`src/rtl/eqfp_pkg.sv`:
```
// ----------------------------------------------------------------------------
// eqfp_pkg
// Shared types, constants and codes of the ECG QRS feature preprocessor.
// ----------------------------------------------------------------------------
package eqfp_pkg;

    // default sizes of the delay lines and the gain scale
    localparam int COMB_DEPTH_DEF    = 256;
    localparam int DEQUE_DEPTH_DEF   = 512;
    localparam int AGC_DEPTH_DEF     = 512;
    localparam int PRODUCT_DEPTH_DEF = 8;
    localparam int SUM_DEPTH_DEF     = 1024;
    localparam int GAIN_LOG2_DEF     = 15;

    // fixed field widths
    localparam int SAMPLE_W   = 16;
    localparam int MAG_W      = 18;
    localparam int IDX_W      = 16;
    localparam int FEAT_W     = 25;
    localparam int CFG_IDX_W  = 3;
    localparam int CFG_DATA_W = 15;

    // configuration register indexes
    localparam logic [CFG_IDX_W-1:0] CFG_LPF_HALF_WINDOW = 3'd0;
    localparam logic [CFG_IDX_W-1:0] CFG_MAX_WINDOW      = 3'd1;
    localparam logic [CFG_IDX_W-1:0] CFG_AGC_DELAY       = 3'd2;
    localparam logic [CFG_IDX_W-1:0] CFG_AGC_FLOOR       = 3'd3;
    localparam logic [CFG_IDX_W-1:0] CFG_PRODUCT_ORDER   = 3'd4;
    localparam logic [CFG_IDX_W-1:0] CFG_SUM_WINDOW      = 3'd5;

    // configuration reset values
    localparam logic [7:0]  RST_LPF_HALF_WINDOW = 8'd6;
    localparam logic [13:0] RST_MAX_WINDOW      = 14'd720;
    localparam logic [8:0]  RST_AGC_DELAY       = 9'd18;
    localparam logic [14:0] RST_AGC_FLOOR       = 15'd8;
    localparam logic [2:0]  RST_PRODUCT_ORDER   = 3'd3;
    localparam logic [9:0]  RST_SUM_WINDOW      = 10'd36;

    // controller states
    typedef enum logic [4:0] {
        S_CLEAR,
        S_IDLE,
        S_COMB2,
        S_COMB_FIN,
        S_WALK_START,
        S_WALK_CMP,
        S_INSERT,
        S_POP_RD,
        S_POP_CHK,
        S_GAIN_RD,
        S_GAIN_CAP,
        S_DIV_INIT,
        S_DIV_STEP,
        S_Q_SET,
        S_MUL_LOAD,
        S_MUL_STEP,
        S_MUL_SAVE,
        S_FINISH
    } ctrl_state_t;

    // datapath operations
    typedef enum logic [4:0] {
        OP_NOP,
        OP_CLEAR,
        OP_LOAD,
        OP_COMB2,
        OP_COMB_FIN,
        OP_WALK_START,
        OP_WALK_CMP,
        OP_INSERT,
        OP_POP_RD,
        OP_POP_CHK,
        OP_GAIN_RD,
        OP_GAIN_CAP,
        OP_DIV_INIT,
        OP_DIV_STEP,
        OP_Q_SET,
        OP_MUL_LOAD,
        OP_MUL_STEP,
        OP_MUL_SAVE,
        OP_FINISH
    } dp_op_t;

    typedef struct packed {
        dp_op_t     op;
        logic [1:0] fidx;
    } dp_cmd_t;

    typedef struct packed {
        logic       clr_last;
        logic       j_zero;
        logic       j_one;
        logic       walk_pop;
        logic       div_needed;
        logic       out_free;
        logic [2:0] kk;
    } dp_status_t;

endpackage

```
`src/rtl/eqfp_ctrl.sv`:
```
// ----------------------------------------------------------------------------
// eqfp_ctrl
// Sequencer that steps the datapath through one sample at a time.
// ----------------------------------------------------------------------------
module eqfp_ctrl #(
    parameter int GAIN_LOG2 = eqfp_pkg::GAIN_LOG2_DEF
) (
    input  logic                 clk,
    input  logic                 rst_n,
    input  logic                 in_valid,
    output logic                 in_stall,
    output eqfp_pkg::dp_cmd_t    cmd,
    input  eqfp_pkg::dp_status_t status
);

    localparam int DIV_W  = eqfp_pkg::MAG_W + GAIN_LOG2;
    localparam int STEP_W = $clog2(DIV_W);

    eqfp_pkg::ctrl_state_t state_reg, state_next;
    logic [STEP_W-1:0]     cnt_reg, cnt_next;
    logic [1:0]            fidx_reg, fidx_next;

    // state and counters
    always_ff @(posedge clk or negedge rst_n)
    begin
        if (!rst_n)
        begin
            state_reg <= eqfp_pkg::S_CLEAR;
            cnt_reg   <= '0;
            fidx_reg  <= '0;
        end
        else
        begin
            state_reg <= state_next;
            cnt_reg   <= cnt_next;
            fidx_reg  <= fidx_next;
        end
    end

    // next state
    always_comb
    begin
        state_next = state_reg;
        cnt_next   = cnt_reg;
        fidx_next  = fidx_reg;
        case (state_reg)
            eqfp_pkg::S_CLEAR:
            begin
                if (status.clr_last)
                begin
                    state_next = eqfp_pkg::S_IDLE;
                end
            end
            eqfp_pkg::S_IDLE:
            begin
                if (in_valid)
                begin
                    state_next = eqfp_pkg::S_COMB2;
                end
            end
            eqfp_pkg::S_COMB2:      state_next = eqfp_pkg::S_COMB_FIN;
            eqfp_pkg::S_COMB_FIN:   state_next = eqfp_pkg::S_WALK_START;
            eqfp_pkg::S_WALK_START:
            begin
                state_next = status.j_zero ? eqfp_pkg::S_INSERT : eqfp_pkg::S_WALK_CMP;
            end
            eqfp_pkg::S_WALK_CMP:
            begin
                if (!(status.walk_pop && !status.j_one))
                begin
                    state_next = eqfp_pkg::S_INSERT;
                end
            end
            eqfp_pkg::S_INSERT:     state_next = eqfp_pkg::S_POP_RD;
            eqfp_pkg::S_POP_RD:     state_next = eqfp_pkg::S_POP_CHK;
            eqfp_pkg::S_POP_CHK:    state_next = eqfp_pkg::S_GAIN_RD;
            eqfp_pkg::S_GAIN_RD:    state_next = eqfp_pkg::S_GAIN_CAP;
            eqfp_pkg::S_GAIN_CAP:   state_next = eqfp_pkg::S_DIV_INIT;
            eqfp_pkg::S_DIV_INIT:
            begin
                cnt_next   = '0;
                state_next = status.div_needed ? eqfp_pkg::S_DIV_STEP : eqfp_pkg::S_Q_SET;
            end
            eqfp_pkg::S_DIV_STEP:
            begin
                cnt_next = cnt_reg + STEP_W'(1);
                if (cnt_reg == STEP_W'(DIV_W - 1))
                begin
                    state_next = eqfp_pkg::S_Q_SET;
                end
            end
            eqfp_pkg::S_Q_SET:
            begin
                fidx_next  = 2'd1;
                state_next = (status.kk == 3'd1) ? eqfp_pkg::S_FINISH : eqfp_pkg::S_MUL_LOAD;
            end
            eqfp_pkg::S_MUL_LOAD:
            begin
                cnt_next   = '0;
                state_next = eqfp_pkg::S_MUL_STEP;
            end
            eqfp_pkg::S_MUL_STEP:
            begin
                cnt_next = cnt_reg + STEP_W'(1);
                if (cnt_reg == STEP_W'(GAIN_LOG2 - 1))
                begin
                    state_next = eqfp_pkg::S_MUL_SAVE;
                end
            end
            eqfp_pkg::S_MUL_SAVE:
            begin
                fidx_next = fidx_reg + 2'd1;
                if ({1'b0, fidx_reg} == status.kk - 3'd1)
                begin
                    state_next = eqfp_pkg::S_FINISH;
                end
                else
                begin
                    state_next = eqfp_pkg::S_MUL_LOAD;
                end
            end
            eqfp_pkg::S_FINISH:
            begin
                if (status.out_free)
                begin
                    state_next = eqfp_pkg::S_IDLE;
                end
            end
            default:                state_next = eqfp_pkg::S_IDLE;
        endcase
    end

    // outputs
    always_comb
    begin
        cmd.op   = eqfp_pkg::OP_NOP;
        cmd.fidx = fidx_reg;
        in_stall = (state_reg != eqfp_pkg::S_IDLE);
        case (state_reg)
            eqfp_pkg::S_CLEAR:      cmd.op = eqfp_pkg::OP_CLEAR;
            eqfp_pkg::S_IDLE:
            begin
                cmd.op = in_valid ? eqfp_pkg::OP_LOAD : eqfp_pkg::OP_NOP;
            end
            eqfp_pkg::S_COMB2:      cmd.op = eqfp_pkg::OP_COMB2;
            eqfp_pkg::S_COMB_FIN:   cmd.op = eqfp_pkg::OP_COMB_FIN;
            eqfp_pkg::S_WALK_START: cmd.op = eqfp_pkg::OP_WALK_START;
            eqfp_pkg::S_WALK_CMP:   cmd.op = eqfp_pkg::OP_WALK_CMP;
            eqfp_pkg::S_INSERT:     cmd.op = eqfp_pkg::OP_INSERT;
            eqfp_pkg::S_POP_RD:     cmd.op = eqfp_pkg::OP_POP_RD;
            eqfp_pkg::S_POP_CHK:    cmd.op = eqfp_pkg::OP_POP_CHK;
            eqfp_pkg::S_GAIN_RD:    cmd.op = eqfp_pkg::OP_GAIN_RD;
            eqfp_pkg::S_GAIN_CAP:   cmd.op = eqfp_pkg::OP_GAIN_CAP;
            eqfp_pkg::S_DIV_INIT:   cmd.op = eqfp_pkg::OP_DIV_INIT;
            eqfp_pkg::S_DIV_STEP:   cmd.op = eqfp_pkg::OP_DIV_STEP;
            eqfp_pkg::S_Q_SET:      cmd.op = eqfp_pkg::OP_Q_SET;
            eqfp_pkg::S_MUL_LOAD:   cmd.op = eqfp_pkg::OP_MUL_LOAD;
            eqfp_pkg::S_MUL_STEP:   cmd.op = eqfp_pkg::OP_MUL_STEP;
            eqfp_pkg::S_MUL_SAVE:   cmd.op = eqfp_pkg::OP_MUL_SAVE;
            eqfp_pkg::S_FINISH:
            begin
                cmd.op = status.out_free ? eqfp_pkg::OP_FINISH : eqfp_pkg::OP_NOP;
            end
            default:                cmd.op = eqfp_pkg::OP_NOP;
        endcase
    end

endmodule

```
`config.mk`:
```
export PLATFORM = sky130hd
export DESIGN_NAME = eqfp_ctrl
export DESIGN_NICKNAME = d
export VERILOG_FILES = /design/src/rtl/eqfp_pkg.sv /design/src/rtl/eqfp_ctrl.sv
export SDC_FILE = /design/constraint.sdc
export NUM_CORES = 1
export LEC_CHECK = 0
export ABC_AREA = 1
export BUFFER_PORTS_ARGS = -buffer_cell sky130_fd_sc_hd__buf_2
export CAP_MARGIN = 20
export CORE_ASPECT_RATIO = 0.6
export CORE_MARGIN = 10
export CORE_UTILIZATION = 56
export CTS_BUF_LIST = sky130_fd_sc_hd__clkbuf_16
export DETAILED_ROUTE_END_ITERATION = 8
export PLACE_DENSITY = 0.86
export SYNTH_ARGS = -nofsm -noshare
export SYNTH_HDL_FRONTEND = slang
export SYNTH_SLANG_ARGS = --single-unit
```
`constraint.sdc`:
```
create_clock -name clk -period 1.9 [get_ports clk]
set_clock_uncertainty 0.1 [all_clocks]
set_input_delay 0.095 -clock clk [delete_from_list [all_inputs] [get_ports clk]]
set_output_delay 0.095 -clock clk [all_outputs]
set_load 0.005 [all_outputs]
```
Word level (Yosys, flattened, before mapping)

Index checks and enable logic that the tools add are counted.

Flip-flop bits (word level): 13
Logic and storage cells: 58

Add/subtract/negate cells: 3
Equal/unequal tests: 28
Muxes and demuxes: 16
Reductions and logical operators: 8

Operators by type and width:

| operator                                         | count |
|---|---|
| one-hot mux 5 bit (18 select lines)              | 2 |
| 2-to-1 mux 5 bit                                 | 9 |
| == test 5 x 4 -> 1 bit, second input constant    | 8 |
| == test 5 x 3 -> 1 bit, second input constant    | 4 |
| != test 2 bit, second input constant             | 6 |
| one-hot mux 6 bit (2 select lines)               | 1 |
| == test 5 x 2 -> 1 bit, second input constant    | 2 |
| == test 5 bit, second input constant             | 2 |
| adder 6 x 1 -> 6 bit, second input constant      | 1 |
| == test 6 x 4 -> 1 bit, second input constant    | 1 |
| == test 6 bit, second input constant             | 1 |
| AND reduction 6 bit                              | 1 |
| == test 5 x 1 -> 1 bit, second input constant    | 1 |
| zero test 5 bit                                  | 1 |
| != test 5 x 1 -> 1 bit, second input constant    | 1 |
| 2-to-1 mux 2 bit                                 | 2 |
| one-hot mux 2 bit (2 select lines)               | 1 |
| nonzero test 2 bit                               | 2 |
| OR reduction 2 bit                               | 2 |
| == test 2 x 3 -> 1 bit                           | 1 |
| == test 3 x 1 -> 1 bit, second input constant    | 1 |
| subtractor 3 x 1 -> 3 bit, second input constant | 1 |
| adder 2 x 1 -> 2 bit, second input constant      | 1 |
| logical AND 1 bit                                | 1 |
| other kinds (2)                                  | 2 |

Depth between registers and ports, before layout

Gate-level depths: netlist of the first run.

Depth in word-level cells: 4
Mapped depth: 12
Gate-level depth less buffers: 12

Worst setup path after synthesis of the first run

Ideal clock, no wire load.

Kind: register -> register
Start: register state_reg[3]
End: register state_reg[0]
Setup time: 116 ps
Arrival time: 1260 ps
Data required time: 1684 ps
Slack: 423 ps
Stages on the path, launching flop included: 12
Buffers on the path: 1
Period minus slack after synthesis: 1477 ps
Cell sequence: dfrtp_1 buf_4 nor2_1 nand2_1 a21oi_1 inv_1 nand2_1 nor2_1 nand2_1 nand2_1 nand2_1 nand2_1

Cells in the longest elaborated chain, start to end: 3
Elaborated cells on any way between the ends: 26

RTL lines:

| element                                        | RTL line        | RTL |
|---|---|---|
| start, declared                                | eqfp_ctrl.sv:19 | `eqfp_pkg::ctrl_state_t state_reg, state_next;` |
| start signal, assigned                         | eqfp_ctrl.sv:28 | `state_reg <= eqfp_pkg::S_CLEAR;` |
| start signal, assigned                         | eqfp_ctrl.sv:34 | `state_reg <= state_next;` |
| == test 5 x 4 -> 1 bit (tied with other cells) | eqfp_ctrl.sv:46 | `case (state_reg)` |
| != test 2 bit (no source line)                 | -               |  |
| AND reduction 6 bit (no source line)           | -               |  |

Parallel ways exist; a longest one is shown, timed or not.
A chain may end at the register's enable or synchronous reset.

==> results of run 1 <==
==> cell usage after synthesis, drive strengths merged <==
library cell and n:
a21oi 5, buf 2, dfrtp 13, ha 5, inv 36, nand2 56, nand3 17, nand4 7
nor2 32, nor3 6, o211ai 1, o21a 1, o21ai 12, o22ai 1, xnor2 2, xor2 3
==> final cells by class <==
cell class	count	area (um^2)	share of cell area
repair buffers	20	105	0.0725
flip-flops and latches	13	330	0.228
clock buffers	3	75.1	0.0518
well taps	30	37.5	0.0259
clock inverters	1	3.75	0.00259
inverters	36	135	0.0932
multi-input cells	148	763	0.526
==> repair_timing <==
item,4_1_cts,5_1_grt
endpoints found under the setup margin,0,4
hold endpoints to repair,13,0
hold buffers,1,0
resized for setup,0,7
buffers inserted,0,0
==> where the power goes <==
part	leakage, nW	switching, mW	internal, mW
Clock	0.0423	0.117	0.277
Sequential	0.164	0.160	0.372
Combinational	0.589	0.702	0.401
Total	0.795	0.980	1.05
==> worst max-delay path, cell delays in order, from the launching register on <==
cell and delay (ns):
dfrtp_1 0.49, inv_2 0.09, nand2_2 0.12, nor2_4 0.06, nor2_2 0.21, nand2_1 0.09
nor2_1 0.12, nand2_1 0.08, buf_2 0.14
==> logic make-up after synthesis <==
| logic type | after synthesis | share of synthesized area |
|---|---|---|
| buffers and inverters | 38 | 0.125 |
| flip-flops | 13 | 0.264 |
| AND/OR/NAND/NOR | 118 | 0.439 |
| AO/OA/AOI/OAI | 20 | 0.0862 |
| adder cells (fa/ha/maj) | 5 | 0.0507 |
| XOR/XNOR | 5 | 0.0355 |
==> routing by layer <==
| layer | share of wire | track usage | up-vias | routed length [um] |
|---|---|---|---|---|
| li1 | - | - | 675 | - |
| met1 | 0.44 | 0.203 | 609 | 1510 |
| met2 | 0.40 | 0.199 | 92 | 1370 |
| met3 | 0.14 | 0.0667 | 10 | 467 |
| met4 | 0.022 | 0.0450 | 0 | 75 |
| met5 | 0 | 0 | - | 0 |
==> stage by stage <==
stage                     utilization  hold WS (ns)
after floorplan                     -        -0.301
after global routing            0.681         0.133
after detailed placement        0.632        -0.103
after CTS                       0.674        0.0905
final                           0.681        0.0894
after global placement          0.632        -0.105
==> path summary, 6_finish.rpt <==
kind / start / end / slack, ns / cells after the start
max: state_reg[1] / cmd[4] / 0.06 / 8
min: status[3] / state_reg[4] / 0.09 / 4
max reg2reg: state_reg[4] / state_reg[0] / 0.15 / 9
min reg2reg: fidx_reg[1] / fidx_reg[1] / 0.50 / 2
max in group asynchronous: rst_n / state_reg[4] / 1.29 / 2
min in group asynchronous: rst_n / cnt_reg[1] / 0.16 / 2
==> impl_metrics.ini, run 1 <==
[run_status]
status = complete, no violations

[logic_synthesis]
synth_top_cell_area_share = 0.264
synthesis.nets = 216
seq_area_frac_synth = 0.264
yosys_warnings = 0
synth.cell_area_um2 = 1230
synth.avg_cell_area_um2 = 6.20
ys_top_cells_by_area = dfrtp_1 (26%), nand2_1 (17%), inv_1 (8.5%), nor2_1 (7.6%), nand3_1 (5.7%)
ys_ff_latch = 13
syn_inst = 199
count_of_distinct_cell_types_in_the_synthesized_netlist = 24
yosysTopAreaCell = dfrtp_1

[die]
placeableCoreArea_um2 = 2130
top_level_ports = 20
dieWidth_um = 80.6
initial_utilization = 0.579
die_height_um = 56.4
floorplan.die_area_um2 = 4540
row_count = 13

[global_route]
wire_length_of_the_first_global_routing_pass_mm = 5.49
initial_antenna_violation_count = 0
grt_pass1_vias = 1176
grt_start_max_net_pins = 14
grt_usage = 0.148
gr-total-overflow = 0

[clocking]
clkTransAtPathRegs_ns = 0.04
clk_latency_ns = 0.24
tritoncts_sink_count = 13
clock_path_buffers = 2
htreeDepth = 1
cts-buffers-inserted = 3
ctsRootBufferMaster = clkbuf_16
cts_tree = done

[placement]
place_inst = 246
post-place-ws_ns = 0.172
post-dp-hpwl_mm = 2.61
gp_congestion = 1.04
detailed_place.area_um2 = 1350
place.port_buffers = 19

[layout]
post_route_cells_drive_above_1_share = 0.217
largest_reg_flops = 6
layout.cell_area.non_filler_um2 = 1450
diodes_inserted = 0
area_growth_pct = 17.5
final_net_count = 239
mostFrequentLayoutCells = nand2_1 (55), inv_1 (29), nor2_1 (23), buf_2 (19), nand3_1 (14)
non_filler_cells_in_the_finished_layout = 251
layout_commonest_cell = nand2_1
nFillCells = 179

[timing]
finalHoldViolCount = 0
timing.slew.headroom = 0.782
timing.final.crit_share = 0.969
setup_repair_after_global_routing_missed_its_margin = false
total_of_endpoints_with_negative_setup_slack_in_the_final_report = 0
finalWorstSetupSlack_ns = 0.0587
post_layout_min_period_ns = 1.84
max_freq_mhz = 543
fin_setup_tns_ns = 0
worst_pin_slew_ns = 0.325
timing_max_transition_violations_final = 0

[route]
drc_errors = 0
postRouteWirelength_mm = 3.43
vias = 1386
drt-initial-drc-count = 160
antenna_left = 0
drt_first_pass_iters = 7
dr_wl_cell_um = 13.6
viasPerCell = 5.52

[power_and_ir_drop]
power.leakage_nw = 0.795
irDropWorstVdd_uv = 884
power_per_cell_area_nw_per_um2 = 1400
design_power_total_mw = 2.03

[critical_path]
crit_path_max_fanout = 7
worst_ep_required_time_ns = 1.70
critical_path.startpoint_type = register
cp.arrival_ns = 1.65
worstSetupPathType = register to output port
crit_path_end_kind = output port

[flow_run]
maxCapViolCount = 0

[worst_hold_path]
holdCritPathClass = input port to register
Note: power is estimated with default switching activity, not from simulation.
==> run 2: changes to the inputs <==
--- a/config.mk
+++ b/config.mk
@@ -8,7 +8,6 @@
 export ABC_AREA = 1
 export BUFFER_PORTS_ARGS = -buffer_cell sky130_fd_sc_hd__buf_2
 export CAP_MARGIN = 20
-export CORE_ASPECT_RATIO = 0.6
 export CORE_MARGIN = 10
 export CORE_UTILIZATION = 56
 export CTS_BUF_LIST = sky130_fd_sc_hd__clkbuf_16
==> run 2 against run 1 <==
  * First-iteration DRC count is 1.3% higher
  * Sequential share of layout area did not move
  * Highest routed layer unchanged
  * Clock power is essentially flat
  * Final cell count fell by 0.80%
  * Wire length grew 2.5%
  * The flow now finishes with violations (setup timing)
  * Combinational power about the same
  * Final area unchanged
  * Largest cell class unchanged
  * Register-to-register slack barely moved
==> impl_metrics.ini, run 2 (synthesized netlist as in run 1, its figures left out) <==
[run_status]
status = finished, violations left
violations = setup timing

[route]
drt_first_pass_iters = 4
vias = 1365
drt-initial-drc-count = 162
antenna_left = 0
postRouteWirelength_mm = 3.51
drc_errors = 0
viasPerCell = 5.48
dr_wl_cell_um = 14.1

[layout]
post_route_cells_drive_above_1_share = 0.216
layout_commonest_cell = nand2_1
largest_reg_flops = 6
final_net_count = 240
sequential_cell_area_um2 = 330
nFillCells = 190
area_growth_pct = 17.5
mostFrequentLayoutCells = nand2_1 (55), inv_1 (29), nor2_1 (23), buf_2 (19), nand3_1 (14)
layout.cell_area.non_filler_um2 = 1450
diodes_inserted = 0
multiInputGateArea_um2 = 759

[critical_path]
cp_slowest_stage_delay_ns = 0.39
path_depth = 8
cp.arrival_ns = 1.71
worstSetupPathType = register to output port
crit_path_end_kind = output port
cp_num_buf_inv = 2
critPathTopFamily = simple AND/OR/NAND/NOR gates
critical-path-slowest-cell = dfrtp_1
crit_path_max_fanout = 7
timing.critical_path.cells = buf_4 > nand3_2 > nor2_1 > nor2_2 > nand2_1 > nor2_1 > nand2_1 > buf_2
worst_ep_required_time_ns = 1.70
critical_path.startpoint_type = register
cell_count_of_the_worst_reg_to_reg_path = 9

[global_route]
grt_usage = 0.167
gr-total-overflow = 0
wire_length_of_the_first_global_routing_pass_mm = 5.91
grt_start_max_net_pins = 14
initial_antenna_violation_count = 0
grt_pass1_vias = 1292

[die]
floorplan.die_area_um2 = 4480
initial_utilization = 0.610
die_height_um = 66.9
row_count = 16
placeableCoreArea_um2 = 2020
dieWidth_um = 66.9
top_level_ports = 20

[power_and_ir_drop]
design_power_total_mw = 2.05
power_per_cell_area_nw_per_um2 = 1410
power.leakage_nw = 0.801
irDropWorstVdd_uv = 875

[placement]
detailed_place.area_um2 = 1350
post-dp-hpwl_mm = 2.79
place.port_buffers = 19
gp_congestion = 0.986

[clocking]
cts-buffers-inserted = 3
tritoncts_sink_count = 13
clkTransAtPathRegs_ns = 0.04
cts_post_setup_buffers_inserted = 0
clk_latency_ns = 0.24
htreeDepth = 1
cts_tree = done
clock_path_buffers = 2
ctsRootBufferMaster = clkbuf_16

[worst_hold_path]
hold_path_depth = 4
holdCritPathClass = input port to register

[timing]
timing.slew.headroom = 0.763
timing.final.crit_share = 1.00
setup_repair_after_global_routing_missed_its_margin = true
finalHoldViolCount = 0
timing_max_transition_violations_final = 0
finalWorstSetupSlack_ns = -0.00277
total_of_endpoints_with_negative_setup_slack_in_the_final_report = 1
max_freq_mhz = 526
worst_pin_slew_ns = 0.352
post_layout_min_period_ns = 1.90

[flow_run]
maxCapViolCount = 0
run 2: cell count changes in the layout (fill, tap and decap cells not counted):
cell	change
a21oi_1	+1
a21oi_2	-1
buf_4	+1
run 2: through the flow:
stage	instances	hold slack [ns]	setup slack, ns	utilization	setup TNS (ns)
after floorplan	199	-0.301	0.423	-	0
final	249	0.0989	-0.00277	0.717	-0.00277
after global placement	244	-0.113	0.181	0.668	0
after global routing	249	0.155	-0.0500	0.717	-0.0500
after detailed placement	244	-0.104	0.167	0.668	0
after CTS	249	0.0967	0.0243	0.713	0
run 2: what timing repair did:
| action | 4_1_cts | 5_1_grt |
|---|---|---|
| endpoints found under the hold margin | 13 | 0 |
| hold buffers | 1 | 0 |
| resized for setup | 1 | 5 |
| gates cloned | 0 | 0 |
| setup endpoints to repair | 1 | 4 |
run 2: cell type report:
| cell class | count | area share |
|---|---|---|
| Clock buffer | 3 | 0.0518 |
| Inverter | 36 | 0.0932 |
| Multi-Input combinational cell | 148 | 0.524 |
| Clock inverter | 1 | 0.00259 |
| Tap cell | 27 | 0.0233 |
| Sequential cell | 13 | 0.228 |
| Timing Repair Buffer | 21 | 0.0777 |
run 2: final timing paths:
path | startpoint | end | slack [ns]
hold / removal | status[3] | state_reg[4] | 0.1
min in group asynchronous | rst_n | cnt_reg[5] | 0.17
hold reg to reg | fidx_reg[1] | fidx_reg[1] | 0.50
max in group asynchronous | rst_n | state_reg[0] | 1.29
setup reg to reg | state_reg[3] | state_reg[4] | 0.16
setup / recovery | state_reg[3] | cmd[4] | -0.003
run 2: per-layer routing:
metal / part of all wire / GRT usage / vias to the layer above / wire length, um
met5: 0 / 0 / - / 0
met4: 0.025 / 0.0795 / 0 / 89
met3: 0.11 / 0.0452 / 9 / 402
met2: 0.44 / 0.259 / 86 / 1560
met1: 0.42 / 0.208 / 597 / 1460
li1: - / - / 673 / -
run 2: report_power, final:
| part | total [mW] | internal [mW] | switching (mW) |
|---|---|---|---|
| logic | 1.13 | 0.405 | 0.724 |
| clock network | 0.392 | 0.277 | 0.115 |
| registers | 0.525 | 0.374 | 0.151 |
| total | 2.05 | 1.06 | 0.990 |
run 2: tightest hold or removal path, stage by stage:
cell	delay, ns
buf_2	0.09
inv_1	0.03
nand4_1	0.10
nand2_1	0.08
